===== config.mk =====
export PLATFORM = sky130hd
export DESIGN_NAME = yuvrgb_color
export DESIGN_NICKNAME = d
export VERILOG_FILES = /design/src/hdl/yuv420_to_rgb_stream_macros.svh /design/src/hdl/yuvrgb_pkg.sv /design/src/hdl/yuvrgb_color.sv
export SDC_FILE = /design/constraint.sdc
export NUM_CORES = 1
export LEC_CHECK = 0
export ABC_AREA = 1
export BUFFER_PORTS_ARGS = -buffer_cell sky130_fd_sc_hd__buf_4
export CORE_UTILIZATION = 25
export DETAILED_ROUTE_END_ITERATION = 16
export REMOVE_ABC_BUFFERS = 1
export SYNTH_ARGS = -nofsm -noshare
export SYNTH_HDL_FRONTEND = slang
export SYNTH_SLANG_ARGS = --single-unit

===== constraint.sdc =====
create_clock -name vclk -period 18.9
set_clock_uncertainty 0.05 [all_clocks]
set_input_delay 0.945 -clock vclk [all_inputs]
set_output_delay 0.945 -clock vclk [all_outputs]
set_load 0.005 [all_outputs]

===== src/hdl/yuv420_to_rgb_stream_macros.svh =====
// Assertion macros shared by the conversion block.
`ifndef YUV420_TO_RGB_STREAM_MACROS_SVH
`define YUV420_TO_RGB_STREAM_MACROS_SVH

// Check a condition at every clock edge outside reset.
`define YUVRGB_ASSERT(label, cond, msg) \
    label: assert property (@(posedge clk) disable iff (!rst_n) (cond)) \
        else $error(msg);

// Check that a condition implies another one on the next clock edge.
`define YUVRGB_ASSERT_NEXT(label, ante, cons, msg) \
    label: assert property (@(posedge clk) disable iff (!rst_n) (ante) |=> (cons)) \
        else $error(msg);

`endif


===== src/hdl/yuvrgb_pkg.sv =====
package yuvrgb_pkg;

    // Configuration port
    localparam int CFG_ADDR_W    = 1;
    localparam int CFG_DATA_W    = 12;
    localparam int HALF_WIDTH_W  = 11;
    localparam int HALF_HEIGHT_W = 12;

    localparam logic [CFG_ADDR_W-1:0] CFG_HALF_WIDTH  = 1'b0;
    localparam logic [CFG_ADDR_W-1:0] CFG_HALF_HEIGHT = 1'b1;

    localparam logic [HALF_WIDTH_W-1:0]  HALF_WIDTH_RST  = 11'd320;
    localparam logic [HALF_HEIGHT_W-1:0] HALF_HEIGHT_RST = 12'd240;

    // Pixel and stream widths
    localparam int PIX_W    = 8;
    localparam int CHROMA_W = 2 * PIX_W;
    localparam int TDATA_W  = 3 * PIX_W;

    // Q16 conversion coefficients and accumulator width
    localparam int ACC_W = 27;
    localparam logic signed [17:0] K_RV = 18'sd91881;
    localparam logic signed [17:0] K_GU = 18'sd22544;
    localparam logic signed [17:0] K_GV = 18'sd46793;
    localparam logic signed [17:0] K_BU = 18'sd116130;
    localparam logic [8:0] CHROMA_OFFSET = 9'd128;

    typedef logic signed [ACC_W-1:0] acc_t;

    // Per-pixel control from the raster counters
    typedef struct packed {
        logic take_chroma;   // even column: pick up new chroma
        logic from_input;    // even row: chroma comes from the stream
        logic frame_end;     // last pixel of the frame
    } pix_ctl_t;

    // Floor a Q16 sum and clamp it to 0..255
    function automatic logic [PIX_W-1:0] clamp_q16(input acc_t acc);
        logic [PIX_W-1:0] res;
        if (acc[ACC_W-1])
        begin
            res = '0;
        end
        else if (acc[ACC_W-2:16+PIX_W] != '0)
        begin
            res = '1;
        end
        else
        begin
            res = acc[16+PIX_W-1:16];
        end
        return res;
    endfunction

endpackage


===== src/hdl/yuvrgb_color.sv =====
module yuvrgb_color (
    input  logic [yuvrgb_pkg::PIX_W-1:0]    luma,
    input  logic [yuvrgb_pkg::CHROMA_W-1:0] chroma,
    output logic [yuvrgb_pkg::PIX_W-1:0]    red,
    output logic [yuvrgb_pkg::PIX_W-1:0]    green,
    output logic [yuvrgb_pkg::PIX_W-1:0]    blue
);
    import yuvrgb_pkg::*;

    logic signed [8:0] cb, cr;
    acc_t y_q16;
    acc_t prod_rv, prod_gu, prod_gv, prod_bu;
    acc_t acc_r, acc_g, acc_b;

    // Remove the chroma offset
    assign cb = signed'({1'b0, chroma[CHROMA_W-1:PIX_W]} - CHROMA_OFFSET);
    assign cr = signed'({1'b0, chroma[PIX_W-1:0]} - CHROMA_OFFSET);

    assign y_q16 = signed'({3'b000, luma, 16'h0000});

    // Q16 products
    assign prod_rv = ACC_W'(K_RV) * ACC_W'(cr);
    assign prod_gu = ACC_W'(K_GU) * ACC_W'(cb);
    assign prod_gv = ACC_W'(K_GV) * ACC_W'(cr);
    assign prod_bu = ACC_W'(K_BU) * ACC_W'(cb);

    assign acc_r = y_q16 + prod_rv;
    assign acc_g = y_q16 - prod_gu - prod_gv;
    assign acc_b = y_q16 + prod_bu;

    // Floor and clamp
    assign red   = clamp_q16(acc_r);
    assign green = clamp_q16(acc_g);
    assign blue  = clamp_q16(acc_b);

endmodule


# After elaboration in Yosys (flattened, before gate mapping)
# Cells that the tools add are included.
dict set report classes {
  div_mod_pow 0
  bitwise 0
  magnitude_cmp 0
  multipliers 4
  n_mux 6
  addsub 6
  n_reduce_logical 3
  n_shift 0
  eq_ne 0
}
# operator count
set ops {}
lappend ops {{25-bit by 27-bit adder with 27-bit output} 2}
lappend ops {{17-bit by 9-bit multiplier with 26-bit output (first input constant)} 2}
lappend ops {{8-bit 2-to-1 mux} 6}
lappend ops {{18-bit by 9-bit multiplier with 27-bit output (first input constant)} 1}
lappend ops {{26-bit by 26-bit subtractor with 27-bit output} 1}
lappend ops {{25-bit by 25-bit subtractor with 26-bit output} 1}
lappend ops {{12-bit by 9-bit multiplier with 21-bit output (first input constant)} 1}
lappend ops {{8-bit by 8-bit subtractor with 9-bit output (second input constant)} 2}
lappend ops {{2-bit nonzero test} 3}
dict set report word_totals {
  n_memories 0
  latchBits 0
  regBits 0
  output_inout_bits 24
  ramBits 0
  in_bits 24
  elab_cells 19
  romBits 0
}

# Logic depth before layout (Yosys ltp)
# Gate-level depths: netlist of run 1.
dict set report logic_depth {
  word_depth 7
  ltp_mapped 37
}

# Worst setup path after synthesis of run 1
# OpenSTA, ideal clock, no wires.
dict set report synth_path {
  path_type {input to output}
  start {input chroma[15] (netlist name)}
  end {output green[2] (netlist name)}
  n_path_buf 0
  path_slack_ps 10158
  arrival_ps 7747
  stages 29
  t_required_ps 17905
  cell_sequence {inv_1 fa_1 fa_1 fa_1 ha_1 ha_1 nand2_1 nor3_1 a21o_1 and2_1 nor2_1 ha_1 fa_1 fa_1 inv_1 fa_1 inv_1 fa_1 inv_1 ha_1 nand2_1 o21ai_0 inv_1 o21ai_0 a21oi_1 a21o_1 nand2_2 inv_1 nor2_1}
}
dict set report synth_between {
  elab_chain_len 7
}
# item line
set synth_lines {}
lappend synth_lines {{start, declared} yuvrgb_color.sv:3} ;# input logic [yuvrgb_pkg::CHROMA_W-1:0] chroma,
lappend synth_lines {{8-bit by 8-bit subtractor with 9-bit output *} yuvrgb_color.sv:16} ;# assign cb = signed'({1'b0, chroma[CHROMA_W-1:PIX_W]} - CHROMA_OFFSET);
lappend synth_lines {{12-bit by 9-bit multiplier with 21-bit output *} yuvrgb_color.sv:23} ;# assign prod_gu = ACC_W'(K_GU) * ACC_W'(cb);
lappend synth_lines {{25-bit by 25-bit subtractor with 26-bit output *} yuvrgb_color.sv:28} ;# assign acc_g = y_q16 - prod_gu - prod_gv;
lappend synth_lines {{26-bit by 26-bit subtractor with 27-bit output *} yuvrgb_color.sv:28}
lappend synth_lines {{2-bit nonzero test} yuvrgb_pkg.sv:44} ;# else if (acc[ACC_W-2:16+PIX_W] != '0)
lappend synth_lines {{8-bit 2-to-1 mux} yuvrgb_pkg.sv:44}
lappend synth_lines {{8-bit 2-to-1 mux *} yuvrgb_pkg.sv:40} ;# if (acc[ACC_W-1])
lappend synth_lines {{end, declared} yuvrgb_color.sv:5} ;# output logic [yuvrgb_pkg::PIX_W-1:0] green,
# Mark *: on every way between the ends. The rest lies on a longest branch, timed or not.

# Worst setup path in the final report of run 1
# Same ends and word-level chain as after synthesis.

==> results of run 1 <==
## kinds of logic after synthesis
group                    Yosys count  share of synthesized area
adder cells (fa/ha/maj)          405                      0.593
XOR/XNOR                          50                     0.0429
AO/OA/AOI/OAI                    155                     0.0834
buffers and inverters            352                      0.127
AND/OR/NAND/NOR                  370                      0.154
## through the flow
stage / hold WS [ns] / instances / utilization
after floorplan: 2.11 / 1331 / -
after detailed placement: 2.43 / 1912 / 0.279
after global placement: 2.43 / 1912 / 0.279
after global routing: 2.49 / 1912 / 0.279
final: 2.41 / 1912 / 0.279
after CTS: 2.43 / 1912 / 0.279
## layer usage
layer	up-vias	wire, µm	track usage
met1	4025	11500	0.156
li1	4265	-	-
met3	15	516	0.00333
met4	0	243	0.0110
met2	99	13100	0.234
met5	-	0	0
## placed cells by master, fill, tap and decap left out, types with 3 or more instances in the layout
cell | Yosys | routed
or2_2 | 5 | 5
o21ai_0 | 37 | 37
a31oi_1 | 3 | 3
xnor2_1 | 19 | 19
o21bai_1 | 4 | 4
xor2_1 | 30 | 30
nand3_1 | 61 | 61
nand2_2 | 12 | 12
fa_1 | 145 | 145
nand2_1 | 183 | 183
ha_1 | 260 | 260
a21o_1 | 18 | 18
o21ai_1 | 9 | 9
nor2_1 | 75 | 75
nand4_1 | 11 | 11
inv_2 | 3 | 3
a21oi_1 | 73 | 73
inv_1 | 348 | 348
nor3_1 | 14 | 14
buf_4 | 0 | 49
## path summary, 6_finish.rpt
path / from / end / slack (ns) / cells after the start
min: luma[0] / blue[0] / 2.41 / 7
max: chroma[15] / green[2] / 9.08 / 31
## critical path, delay by kind of cell
kind            cells  cell delay, ns
compound gates      6            1.21
fa+ha+maj          11            4.83
buf+inv             8            1.11
simple gates        6            0.70
## area by class of cell
cell class	instances	area (µm²)
fillers	4464	29500
multi-input cells	980	9060
inverters	351	1320
well taps	532	666
repair buffers	49	368
==> run_results.csv, run 1 <==
group,metric,value,unit
timing,rsz0062_at_grt,"false",
worst_setup_path,cp-end-kind,"output port",
worst_setup_path,required,17.91,ns
worst_hold_path,worst_hold_path_type,"in2out",
global_routing,grt_usage,0.122,
floorplan,core-area,40900,µm²
floorplan,die_h,206,µm
yosys,yosys_warnings,0,
floorplan,die_w,206,µm
finish,nFlopsAndLatches,0,
drt,drt_iter0_drc,301,
status,status,"complete, no violations",
clocking,cts_resized,0,
drt,via_per_inst,4.40,
timing,tns,0,ns
drt,drt-pass1-iter-count,5,
yosys,synthDistinctLibCells,37,
drt,ant_nets,0,
placed_design,io_buffers,48,
drt,num_vias,8404,
clocking,hold_buffers,0,
clocking,post_cts_buffers,0,
placed_design,hpwlAfterDp,23300,µm
drt,drc,0,
floorplan,initial_core_util,0.254,
floorplan,die-area,42400,µm²
placed_design,place_ws,9.10,ns
yosys,syn_area_per_cell,7.80,µm²
drt,wl_per_cell,13.3,µm
yosys,ys_seq_area_frac,0,
global_routing,grt_overflow,0,
finish,final_area,11400,µm²
timing,post-route-period-util,0.519,
yosys,synth_top_area_frac,0.313,
global_routing,grt_pass1_wl,42100,µm
yosys,yosysMostFrequentCell,"inv_1",
yosys,ys_top_cells_by_area,"ha_1 31%, fa_1 28%, inv_1 13%, nand2_1 6.6%, a21oi_1 3.5%",
floorplan,row_count,74,
timing,hold_violations,0,
worst_setup_path,path_class,"in2out",
worst_setup_path,cpPeakStageDelay,0.59,ns
finish,n_antenna_cell,0,
worst_setup_path,crit_slowest_cell,"fa_1",
worst_setup_path,path_max_fanout,19,
finish,final_nets,1811,
global_routing,grt_max_degree,23,
yosys,yosys-top-cells-count,"348 x inv_1, 260 x ha_1, 183 x nand2_1, 145 x fa_1, 75 x nor2_1",
yosys,synthCells,1332,
global_routing,grt_pass1_vias,8844,
timing,final-setup-viol-count,0,
yosys,synth_top_cell_by_area,"ha_1",
finish,clkbuf_count,0,
worst_setup_path,start_kind,"primary input",
floorplan,ios,48,
worst_setup_path,worstPathArrival,8.82,ns
timing,setup_slack,9.08,ns
placed_design,placed_area,11400,µm²
finish,layout-drive-gt1-share,0.0565,
run,drv_cap,0,
placed_design,place_congestion,0.905,
timing,max_freq,102,MHz
timing,fin_crit,9.82,ns
timing,worst_slew_pin_slew,0.756,ns
finish,area_growth,9.91,%
timing,slew_headroom,0.495,
drt,totalWireLength,25400,µm
worst_setup_path,cpMostUsedCell,"fa_1",
yosys,synth_area,10400,µm²
global_routing,grt_antenna_before_repair,0,
timing,slew_viol_final,0,
finish,register_area,0,µm²
Power of run 1 is not shown: default switching activity piles up to over one toggle a cycle in this logic, so the estimate is an artifact.
==> run 2, diff against run 1 <==
clock period = 9.3 ns   (was 18.9 ns; I/O delays follow)
==> run_results.csv, run 2 (synthesis gave the netlist of run 1 again) <==
group,metric,value,unit
status,status,"complete, no violations",
timing,tns,0,ns
drt,via_per_inst,4.44,
finish,n_antenna_cell,0,
clocking,cts_resized,0,
finish,register_area,0,µm²
placed_design,place_ws,0.826,ns
worst_setup_path,cpPeakStageDelay,0.53,ns
global_routing,grt_pass1_wl,43200,µm
finish,nFlopsAndLatches,0,
clocking,post_cts_buffers,0,
drt,drt-pass1-iter-count,4,
timing,slew_viol_final,0,
timing,hold_violations,0,
global_routing,grt_max_degree,23,
worst_setup_path,cp-end-kind,"output port",
timing,final-setup-viol-count,0,
timing,slew_headroom,0.313,
finish,clkbuf_count,0,
timing,rsz0062_at_grt,"false",
floorplan,die_h,206,µm
placed_design,hpwlAfterDp,23400,µm
finish,layout-drive-gt1-share,0.0565,
drt,ant_nets,0,
floorplan,die_w,206,µm
floorplan,initial_core_util,0.254,
drt,num_vias,8481,
worst_hold_path,worst_hold_path_type,"in2out",
placed_design,place_congestion,0.883,
floorplan,ios,48,
drt,wl_per_cell,13.2,µm
timing,post-route-period-util,0.912,
global_routing,grt_overflow,0,
finish,area_growth,9.91,%
worst_setup_path,required,8.79,ns
global_routing,grt_usage,0.125,
worst_setup_path,path_class,"in2out",
drt,totalWireLength,25300,µm
clocking,hold_buffers,0,
timing,max_freq,118,MHz
drt,drc,0,
worst_setup_path,worstPathArrival,7.97,ns
floorplan,core-area,40900,µm²
drt,drt_iter0_drc,370,
worst_setup_path,crit_slowest_cell,"fa_1",
run,drv_cap,0,
global_routing,grt_antenna_before_repair,0,
worst_setup_path,start_kind,"primary input",
timing,setup_slack,0.816,ns
finish,final_nets,1811,
timing,worst_slew_pin_slew,1.03,ns
worst_setup_path,path_max_fanout,11,
global_routing,grt_pass1_vias,8909,
timing,fin_crit,8.48,ns
finish,final_cell_mix,"348 x inv_1, 260 x ha_1, 183 x nand2_1",
placed_design,io_buffers,48,
worst_setup_path,cpMostUsedCell,"fa_1",
finish,layout_commonest_cell,"inv_1",
floorplan,die-area,42400,µm²
floorplan,row_count,74,
## run 2: worst paths after layout
check	start	end	slack, ns	cells past startpoint
worst max-delay path	chroma[15]	green[2]	0.82	31
worst min-delay path	luma[0]	blue[0]	1.45	7
## run 2: critical path: cells and delay by family
| family | cells | cell delay, ns |
|---|---|---|
| compound gates | 6 | 1.13 |
| fa+ha+maj | 11 | 4.80 |
| buf+inv | 8 | 0.86 |
| simple gates | 6 | 0.70 |
## run 2: cell type report
cell class | instances | area, µm²
Tap cell | 532 | 666
Multi-Input combinational cell | 980 | 9060
Timing Repair Buffer | 49 | 368
Fill cell | 4470 | 29500
Inverter | 351 | 1320
## run 2: metal layers
| layer | track usage | routed length, µm |
|---|---|---|
| met5 | 0 | 0 |
| met4 | 0.00840 | 186 |
| met3 | 0.00143 | 577 |
| met2 | 0.234 | 12800 |
| met1 | 0.166 | 11700 |
## run 2: stage by stage
step           std cells  area (µm²)   util  hold slack [ns]
2_1_floorplan       1331       10400      -             1.15
3_3_place_gp        1912       11400  0.279             1.47
3_5_place_dp        1912       11400  0.279             1.47
4_1_cts             1912       11400  0.279             1.47
5_1_grt             1912       11400  0.279             1.52
6_report            1912       11400  0.279             1.45
Power of run 2 is left out for the same reason.
