## config.mk

```make
export PLATFORM = sky130hd
export DESIGN_NAME = yuvrgb_raster_ctr
export DESIGN_NICKNAME = d
export VERILOG_FILES = /design/src/hdl/yuv420_to_rgb_stream_macros.svh /design/src/hdl/yuvrgb_pkg.sv /design/src/hdl/yuvrgb_raster_ctr.sv
export SDC_FILE = /design/constraint.sdc
export NUM_CORES = 1
export LEC_CHECK = 0
export BUFFER_PORTS_ARGS = -buffer_cell sky130_fd_sc_hd__buf_2
export CORE_MARGIN = 8
export CORE_UTILIZATION = 65
export DETAILED_ROUTE_END_ITERATION = 10
export PLACE_DENSITY = 0.89
export RECOVER_POWER = 25
export SKIP_CTS_REPAIR_TIMING = 1
export SLEW_MARGIN = 40
export SYNTH_ARGS = -nofsm -noshare
export SYNTH_HDL_FRONTEND = slang
export SYNTH_SLANG_ARGS = --single-unit
export TNS_END_PERCENT = 100
```

## constraint.sdc

```tcl
create_clock -name clk -period 8.2 [get_ports clk]
set_input_delay 2.05 -clock clk [delete_from_list [all_inputs] [get_ports clk]]
set_output_delay 2.05 -clock clk [all_outputs]
set_load 0.005 [all_outputs]
```

## src/hdl/yuv420_to_rgb_stream_macros.svh

```systemverilog
// Assertion macros shared by the conversion block.
`ifndef YUV420_TO_RGB_STREAM_MACROS_SVH
`define YUV420_TO_RGB_STREAM_MACROS_SVH

// Check a condition at every clock edge outside reset.
`define YUVRGB_ASSERT(label, cond, msg) \
    label: assert property (@(posedge clk) disable iff (!rst_n) (cond)) \
        else $error(msg);

// Check that a condition implies another one on the next clock edge.
`define YUVRGB_ASSERT_NEXT(label, ante, cons, msg) \
    label: assert property (@(posedge clk) disable iff (!rst_n) (ante) |=> (cons)) \
        else $error(msg);

`endif

```

## src/hdl/yuvrgb_pkg.sv

```systemverilog
package yuvrgb_pkg;

    // Configuration port
    localparam int CFG_ADDR_W    = 1;
    localparam int CFG_DATA_W    = 12;
    localparam int HALF_WIDTH_W  = 11;
    localparam int HALF_HEIGHT_W = 12;

    localparam logic [CFG_ADDR_W-1:0] CFG_HALF_WIDTH  = 1'b0;
    localparam logic [CFG_ADDR_W-1:0] CFG_HALF_HEIGHT = 1'b1;

    localparam logic [HALF_WIDTH_W-1:0]  HALF_WIDTH_RST  = 11'd320;
    localparam logic [HALF_HEIGHT_W-1:0] HALF_HEIGHT_RST = 12'd240;

    // Pixel and stream widths
    localparam int PIX_W    = 8;
    localparam int CHROMA_W = 2 * PIX_W;
    localparam int TDATA_W  = 3 * PIX_W;

    // Q16 conversion coefficients and accumulator width
    localparam int ACC_W = 27;
    localparam logic signed [17:0] K_RV = 18'sd91881;
    localparam logic signed [17:0] K_GU = 18'sd22544;
    localparam logic signed [17:0] K_GV = 18'sd46793;
    localparam logic signed [17:0] K_BU = 18'sd116130;
    localparam logic [8:0] CHROMA_OFFSET = 9'd128;

    typedef logic signed [ACC_W-1:0] acc_t;

    // Per-pixel control from the raster counters
    typedef struct packed {
        logic take_chroma;   // even column: pick up new chroma
        logic from_input;    // even row: chroma comes from the stream
        logic frame_end;     // last pixel of the frame
    } pix_ctl_t;

    // Floor a Q16 sum and clamp it to 0..255
    function automatic logic [PIX_W-1:0] clamp_q16(input acc_t acc);
        logic [PIX_W-1:0] res;
        if (acc[ACC_W-1])
        begin
            res = '0;
        end
        else if (acc[ACC_W-2:16+PIX_W] != '0)
        begin
            res = '1;
        end
        else
        begin
            res = acc[16+PIX_W-1:16];
        end
        return res;
    endfunction

endpackage

```

## src/hdl/yuvrgb_raster_ctr.sv

```systemverilog
module yuvrgb_raster_ctr #(
    parameter int MAX_WIDTH  = 2048,
    parameter int MAX_HEIGHT = 4096,
    parameter int SLOT_W     = 10
) (
    input  logic                              clk,
    input  logic                              rst_n,
    input  logic                              cfg_wen,
    input  logic [yuvrgb_pkg::CFG_ADDR_W-1:0] cfg_addr,
    input  logic [yuvrgb_pkg::CFG_DATA_W-1:0] cfg_wdata,
    input  logic                              advance,
    output logic [SLOT_W-1:0]                 slot,
    output yuvrgb_pkg::pix_ctl_t              ctl
);
    import yuvrgb_pkg::*;

    localparam int CW = $clog2(MAX_WIDTH);
    localparam int RW = $clog2(MAX_HEIGHT);
    localparam int LW = MAX_WIDTH / 2;
    localparam int LH = MAX_HEIGHT / 2;

    logic [HALF_WIDTH_W-1:0]  half_width_reg;
    logic [HALF_HEIGHT_W-1:0] half_height_reg;
    logic [CW-1:0] col_reg, col_next, col_eff;
    logic [RW-1:0] row_reg, row_next, row_eff;
    logic [CW-1:0] hw_sat;
    logic [RW-1:0] hh_sat;
    logic [CW:0]   width;
    logic [RW:0]   height;
    logic          last_col, last_row;

    // Write configuration registers
    always_ff @(posedge clk or negedge rst_n)
    begin
        if (!rst_n)
        begin
            half_width_reg  <= HALF_WIDTH_RST;
            half_height_reg <= HALF_HEIGHT_RST;
        end
        else if (cfg_wen)
        begin
            case (cfg_addr)
                CFG_HALF_WIDTH:  half_width_reg  <= cfg_wdata[HALF_WIDTH_W-1:0];
                CFG_HALF_HEIGHT: half_height_reg <= cfg_wdata[HALF_HEIGHT_W-1:0];
                default: ;
            endcase
        end
    end

    // Saturate dimensions to 1..max/2
    always_comb
    begin
        if (half_width_reg == '0)
            hw_sat = CW'(1);
        else if (32'(half_width_reg) > LW)
            hw_sat = CW'(LW);
        else
            hw_sat = CW'(half_width_reg);

        if (half_height_reg == '0)
            hh_sat = RW'(1);
        else if (32'(half_height_reg) > LH)
            hh_sat = RW'(LH);
        else
            hh_sat = RW'(half_height_reg);
    end

    assign width  = {hw_sat, 1'b0};
    assign height = {hh_sat, 1'b0};

    // Restart counters that sit beyond a shrunk frame
    assign col_eff  = ({1'b0, col_reg} >= width)  ? '0 : col_reg;
    assign row_eff  = ({1'b0, row_reg} >= height) ? '0 : row_reg;
    assign last_col = ({1'b0, col_eff} == width - (CW+1)'(1));
    assign last_row = ({1'b0, row_eff} == height - (RW+1)'(1));

    // Advance in raster order
    always_comb
    begin
        col_next = col_eff + CW'(1);
        row_next = row_eff;
        if (last_col)
        begin
            col_next = '0;
            row_next = last_row ? '0 : row_eff + RW'(1);
        end
    end

    always_ff @(posedge clk or negedge rst_n)
    begin
        if (!rst_n)
        begin
            col_reg <= '0;
            row_reg <= '0;
        end
        else if (advance)
        begin
            col_reg <= col_next;
            row_reg <= row_next;
        end
    end

    assign slot            = col_eff[CW-1:1];
    assign ctl.take_chroma = ~col_eff[0];
    assign ctl.from_input  = ~row_eff[0];
    assign ctl.frame_end   = last_col & last_row;

endmodule

```

Word level (Yosys, flattened, before mapping). Cells that the tools add are included. Widths: inputs -> output; s select.

$add $sub $neg: 4. Order comparisons: 4. Equality and inequality tests: 2. Multiplexer cells: 9. Bitwise logic cells: 4. Reductions and logical operators: 4.

Operators by type and width (count): $mux 12 (5); $mux 11 (4); $eq 12x13->1 (1); $ge 12x13->1 (1); $sub 13x1->13 const B (1); $add 12x1->12 const B (1); $eq 11x12->1 (1); $ge 11x12->1 (1); $gt 12x12->1 const B (1); $logic_not 12->1 (1); $sub 12x1->12 const B (1); $add 11x1->11 const B (1); $gt 11x11->1 const B (1); $logic_not 11->1 (1); $reduce_and 2->1 (2); $not 1->1 (3); $and 1x1->1 (1).

Bits in registers: 46. Output and inout bits: 13. Logic and storage cells: 31.

Logic depth before layout (Yosys ltp). Gate-level depths: netlist of the first run.

Word-level depth: 8. Depth in mapped cells: 19. Mapped depth without buffers: 16.

Least setup slack after synthesis of the first run. Ideal clock, no wire load.

Path type: register to output. Start: register half_width_reg[5]. End: output ctl[0] (netlist name). Arrival: 3.641 ns. Data required time: 6.150 ns. Slack: 2.509 ns. Stages on the path, launching flop included: 15. Path through: dfrtp_1 > or4_4 > o31a_1 > or2_2 > inv_1 > ha_1 > nor2b_1 > o221ai_1 > a21oi_1 > clkbuf_1 > nor2_1 > o21ai_1 > a2111oi_4 > inv_1 > nor3_1.

RTL lines: from (decl) (line yuvrgb_raster_ctr.sv:22) `logic [HALF_WIDTH_W-1:0] half_width_reg;`; from (signal assigned) (line yuvrgb_raster_ctr.sv:43) `CFG_HALF_WIDTH: half_width_reg <= cfg_wdata[HALF_WIDTH_W-1:0];`; to (decl) (line yuvrgb_raster_ctr.sv:13) `output yuvrgb_pkg::pix_ctl_t ctl`.

==> out/metrics.cfg, run 1 <==
[status]
status = finished, violations left
violations = capacitance limit, slew limit

[placed_design]
io_buffer_count = 29
postPlaceCellArea_um2 = 4330
place_hpwl_mm = 8.28
dp.cells = 570
place_ws_ns = 1.82
place.gp.congestion = 0.963

[job]
cap_violations = 1

[pwr]
clock_power_share_pct = 13.3
pwr_density_cell_nw_per_um2 = 252
finalPower_mw = 1.12
swShare_pct = 46.8
pwr-share-comb_pct = 52.1
p_seq_share_pct = 34.6
p_leak_nw = 1.79
internal_power_mw = 0.594
switchingPower_mw = 0.522
ir_drop_mv = 0.165

[grt]
grt_remaining_overflow = 0
grt_pass1_wl_mm = 18.4
grt_start_max_net_pins = 47
grt_use_total_pct = 24.9
grt_pass1_vias = 3717
antenna_found_initial = 0

[setup_path]
max_stage_delay_ns = 0.61
reg2reg_to = row_reg[10]
rr_worst_depth = 15
worstPathArrival_ns = 4.54
critPathCaptureType = primary output
start_kind = flop
setup.worst_path.class = flop to primary output
crit_chain = or4_4 > o31a_1 > or2_2 > inv_1 > ha_1 > nor2b_1 > o221ai_1 > a21oi_2 > nor3_1 > or3_1 > a2111oi_4 > inv_1 > nor3_1 > buf_2
startpoint = half_width_reg[5]
cp_data_required_time_ns = 6.15
cp_max_fo = 12
r2r_slack_ns = 3.21
rr_startpoint = half_height_reg[3]
crit_slowest_cell = or4_4

[logic_synthesis]
synth_seq_area_share_pct = 27.5
synth-seq-cells = 46
synthFlopType = dfrtp_1
synth_edf_count = 0
syn_inst = 494
syn_area_um2 = 4220
yosys.area.top_type_share_pct = 23.7
syn_nets = 536
synth.avg_cell_area_um2 = 8.53
synthDistinctLibCells = 76
yosysTopAreaCell = dfrtp_1
ys_top_cells_by_area = dfrtp_1 (24%), ha_1 (7.4%), mux2_2 (5.9%)
yosys_warnings = 0
async_reset_ff_share_pct = 100

[final_layout]
fin_nets = 542
final_util_pct = 70.2
multiInputGateArea_um2 = 2830
synthToLayoutAreaGrowth_pct = 5.19
diodes = 0
seq_area_um2 = 1160
final_cells = 578
drive_gt1_share_pct = 16.6
final_area_um2 = 4430
n_fill_cell = 510

[worst_hold_path]
hold_class = flop to flop
hold_path_end = half_height_reg[1]
hold_start = half_height_reg[1]
hold_depth = 1

[sta]
clock_skew_ns = 0.00448
grt_setup_unrepaired = no
worst_pin_slew_ns = 2.49
holdWs_ns = 0.548
setup_viol = 0
maxSlewViolCount = 47
tns_ns = 0
fin_crit_sh_pct = 80.4
period_needed_ns = 6.59
relSlewSlack_pct = -66.2
timing.fmax_ghz = 0.152
finalWorstSetupSlack_ns = 1.61
hold_violations = 0

[floorplan]
row_count = 29
die_h_um = 96.5
core_um2 = 6310
io_pins = 30
dieArea_um2 = 9320
initial_core_util_pct = 66.8
die_w_um = 96.5

[detailed_routing]
wl_per_cell_um = 19.4
drc = 0
antenna_left = 0
dr.pass1.iters = 5
first_iter_violations = 276
via_per_inst = 6.88
routed_wl_mm = 11.2
vias = 3977

[clocking]
clk_pin_slew_ns = 0.09
htreeDepth = 2
cts_root_buf = clkbuf_8
clockBufferDepth = 2
clkSinkCount = 46
clkLatencyLatePin_ns = 0.31
cts_tree = yes
cts_buffers = 5

[cell type report]
type	count	share of cell area [%]
Clock inverter	1	0.113
Sequential cell	46	26.2
Clock buffer	7	1.95
Multi-Input combinational cell	387	63.7
Timing Repair Buffer	29	3.24
Tap cell	77	2.17
Inverter	31	2.62
[how the worst max path moves through the flow]
stage,slack [ns],to
floorplan,2.51,ctl[0]
global placement,1.94,ctl[0]
detailed placement,1.82,ctl[0]
CTS,1.45,ctl[0]
global route,1.36,ctl[0]
finish,1.61,ctl[0]
[metal layers]
layer / vias to the layer above / GRT usage, % / wire length (um)
met4: 0 / 9.71 / 293
li1: 1884 / - / -
met3: 24 / 3.79 / 880
met5: - / 0 / 0
met2: 183 / 38.6 / 5080
met1: 1886 / 34.0 / 4950
[Yosys cell counts, types with 6 or more instances]
library cell  instances
a31oi_1              11
or3_1                10
nor2_1               25
inv_1                31
o21ai_0              15
or4_1                 6
and2_1                6
nor4_1               13
clkbuf_1             23
nand3_1              19
ha_1                 25
xnor2_1               8
a21oi_1              18
mux2_2               22
dfstp_2               6
and3_1                8
nand2_1              34
nand2b_1             13
nor3_1               22
nor2b_1              10
nand4_1               8
dfrtp_1              40
mux2i_1               8
[cell usage in the layout, fill, tap and decap left out, drive strengths merged, types with 11 or more instances in the layout]
cell type   n
dfrtp      40
nand2      34
inv        31
buf        28
nor2       25
ha         25
mux2       22
nor3       22
nand3      19
o21ai      19
a21oi      18
nor4       15
nand2b     13
a31oi      11
[logic make-up (layout without fill, tap and decap cells)]
group	count (synthesis)	after routing	synth area share, %
AOI/OAI and AO/OA	123	123	22.2
xor gates and xnor gates	12	12	2.49
adders and majority gates	25	25	7.42
buffers and inverters	61	68	6.08
DFF	46	46	27.5
muxes	30	30	7.78
and+or+nand+nor	197	197	26.5
[power groups by stage]
stage / Sequential (mW) / Combinational (mW) / Clock, mW
floorplan: 0.334 / 0.451 / 0
global placement: 0.379 / 0.540 / 0
detailed placement: 0.384 / 0.565 / 0
CTS: 0.379 / 0.569 / 0.153
global route: 0.395 / 0.641 / 0.161
finish: 0.386 / 0.582 / 0.149
[critical path, delay by kind of cell (launching register included)]
| family | cells | cell delay [ns] |
|---|---|---|
| AOI/OAI and AO/OA | 4 | 1.52 |
| and+or+nand+nor | 6 | 1.84 |
| buffers and inverters | 3 | 0.29 |
| DFF | 1 | 0.46 |
| adders and majority gates | 1 | 0.11 |
(Power assumes the default switching activity.)
==> run 2: changes to the inputs <==
--- a/config.mk
+++ b/config.mk
@@ -7,9 +7,9 @@
 export LEC_CHECK = 0
 export BUFFER_PORTS_ARGS = -buffer_cell sky130_fd_sc_hd__buf_2
 export CORE_MARGIN = 8
-export CORE_UTILIZATION = 65
+export CORE_UTILIZATION = 62
 export DETAILED_ROUTE_END_ITERATION = 10
-export PLACE_DENSITY = 0.89
+export PLACE_DENSITY = 0.86
 export RECOVER_POWER = 25
 export SKIP_CTS_REPAIR_TIMING = 1
 export SLEW_MARGIN = 40
==> constraint.sdc (replaced) <==
create_clock -name clk -period 6.3 [get_ports clk]
set_input_delay 1.575 -clock clk [delete_from_list [all_inputs] [get_ports clk]]
set_output_delay 1.575 -clock clk [all_outputs]
set_load 0.005 [all_outputs]
==> run 2 against run 1 <==
Compared with the run above: the flow still finishes with violations (capacitance limit, slew limit); die area up 4.0%; clock skew increased by 0.0012 ns; critical path depth grew 1; total power up 30%; combinational power up 31%; cell count rose by 1.6%; global-route usage shrank 2.4 points; setup slack got worse by 1.3 ns; utilization is 3.3 points lower; critical path type unchanged; critical endpoint unchanged; largest cell class unchanged; highest routed layer unchanged.
==> out/metrics.cfg, run 2 (synthesis results as in run 1) <==
[status]
status = finished, violations left
violations = capacitance limit, slew limit

[sta]
setup_viol = 0
holdWs_ns = 0.541
grt_setup_unrepaired = no
tns_ns = 0
fin_crit_sh_pct = 94.6
maxSlewViolCount = 47
clock_skew_ns = 0.00566
period_needed_ns = 5.96
timing.fmax_ghz = 0.168
hold_violations = 0
relSlewSlack_pct = -64.4
worst_pin_slew_ns = 2.47

[grt]
grt_pass1_vias = 3705
grt_remaining_overflow = 0
grt_pass1_wl_mm = 18.1
grt_use_total_pct = 22.5
grt_start_max_net_pins = 47
antenna_found_initial = 0

[detailed_routing]
vias = 4007
wl_met1_mm = 4.94
dr_wl_met2_mm = 4.92
antenna_left = 0
wl_per_cell_um = 18.5
wl_met3_um = 788
via_per_inst = 6.83
routed_wl_mm = 10.9
drc = 0
first_iter_violations = 336
top_layer = met4
dr.pass1.iters = 5

[floorplan]
dieArea_um2 = 9690
die_w_um = 98.5
core_um2 = 6680
die_h_um = 98.5
io_pins = 30
initial_core_util_pct = 63.1
row_count = 30

[pwr]
swShare_pct = 45.9
pwr_density_cell_nw_per_um2 = 323
switchingPower_mw = 0.663
clock_power_share_pct = 13.2
internal_power_mw = 0.783
pwr-share-comb_pct = 52.8
ir_drop_mv = 0.189
p_seq_share_pct = 34.0
p_leak_nw = 1.82

[final_layout]
final_area_um2 = 4470
n_fill_cell = 544
fin_nets = 548
drive_gt1_share_pct = 16.8
final_cell_mix = dfrtp_1 (40), nand2_1 (34), inv_1 (31)
diodes = 0
layout_commonest_cell = dfrtp_1
final_cells = 587
synthToLayoutAreaGrowth_pct = 6.03

[job]
cap_violations = 1

[placed_design]
io_buffer_count = 29
postPlaceCellArea_um2 = 4380
place_hpwl_mm = 8.30
place.gp.congestion = 0.924
dp.cells = 579

[clocking]
cts_root_buf = clkbuf_8
htreeDepth = 2
clkSinkCount = 46
cts_buffers = 5
clkLatencyLatePin_ns = 0.30
clockBufferDepth = 2
clk_pin_slew_ns = 0.08
cts_tree = yes

[setup_path]
critPathCaptureType = primary output
max_stage_delay_ns = 0.60
crit_chain = or4_4 > o31a_1 > or2_2 > inv_1 > ha_1 > nor2b_1 > o221ai_1 > a21oi_1 > buf_4 > nor3b_1 > nand4b_1 > a2111oi_4 > inv_1 > nor3_1 > buf_2
setup.worst_path.class = flop to primary output
start_kind = flop
crit_slowest_cell = or4_4
cpMostUsedCell = inv_1
cp_data_required_time_ns = 4.72
worstPathArrival_ns = 4.38
cp_max_fo = 12

[worst_hold_path]
hold_class = flop to flop

-- run 2: path summary, 6_finish.rpt --
kind / start / endpoint / slack [ns] / cells after the start
max: half_width_reg[5] / ctl[0] / 0.34 / 15
min: half_height_reg[0] / half_height_reg[0] / 0.54 / 1
max reg2reg: half_height_reg[3] / row_reg[10] / 1.40 / 16
min reg2reg: half_height_reg[0] / half_height_reg[0] / 0.54 / 1
max in group asynchronous: rst_n / row_reg[10] / 2.88 / 1
min in group asynchronous: rst_n / half_height_reg[11] / 2.02 / 1
-- run 2: metal layers --
layer / up-vias / GRT usage (%)
met5: - / 0
met4: 0 / 7.32
met3: 18 / 4.16
met2: 183 / 34.4
met1: 1913 / 31.1
li1: 1893 / -
-- run 2: power by group through the flow --
stage	Clock, mW	Sequential, mW	Combinational [mW]
final	0.191	0.491	0.764
after global routing	0.204	0.505	0.847
after CTS	0.195	0.485	0.752
after detailed placement	0	0.491	0.748
after global placement	0	0.487	0.721
after floorplan	0	0.434	0.587
-- run 2: layout make-up --
cell class | instances | area, um^2 | share of cell area [%]
clock buffers | 7 | 86.3 | 1.93
clock inverters | 1 | 5.00 | 0.112
inverters | 31 | 116 | 2.60
multi-input cells | 387 | 2810 | 63.0
flip-flops and latches | 46 | 1160 | 25.9
well taps | 80 | 100 | 2.24
repair buffers | 35 | 189 | 4.23
-- run 2: worst max-delay path, delay by kind of cell, from the launching register on --
family	cells	cell delay (ns)
AND/OR/NAND/NOR	6	1.92
flip-flops	1	0.46
AO/OA/AOI/OAI	4	0.98
buffers and inverters	4	0.50
adder cells (fa/ha/maj)	1	0.22
-- run 2: stage by stage --
stage	setup WS, ns	util (%)	power (mW)
after global routing	0.150	66.9	1.56
after detailed placement	0.734	65.5	1.24
after global placement	0.868	65.3	1.21
after CTS	0.374	66.9	1.43
final	0.342	66.9	1.45
after floorplan	1.08	-	1.02
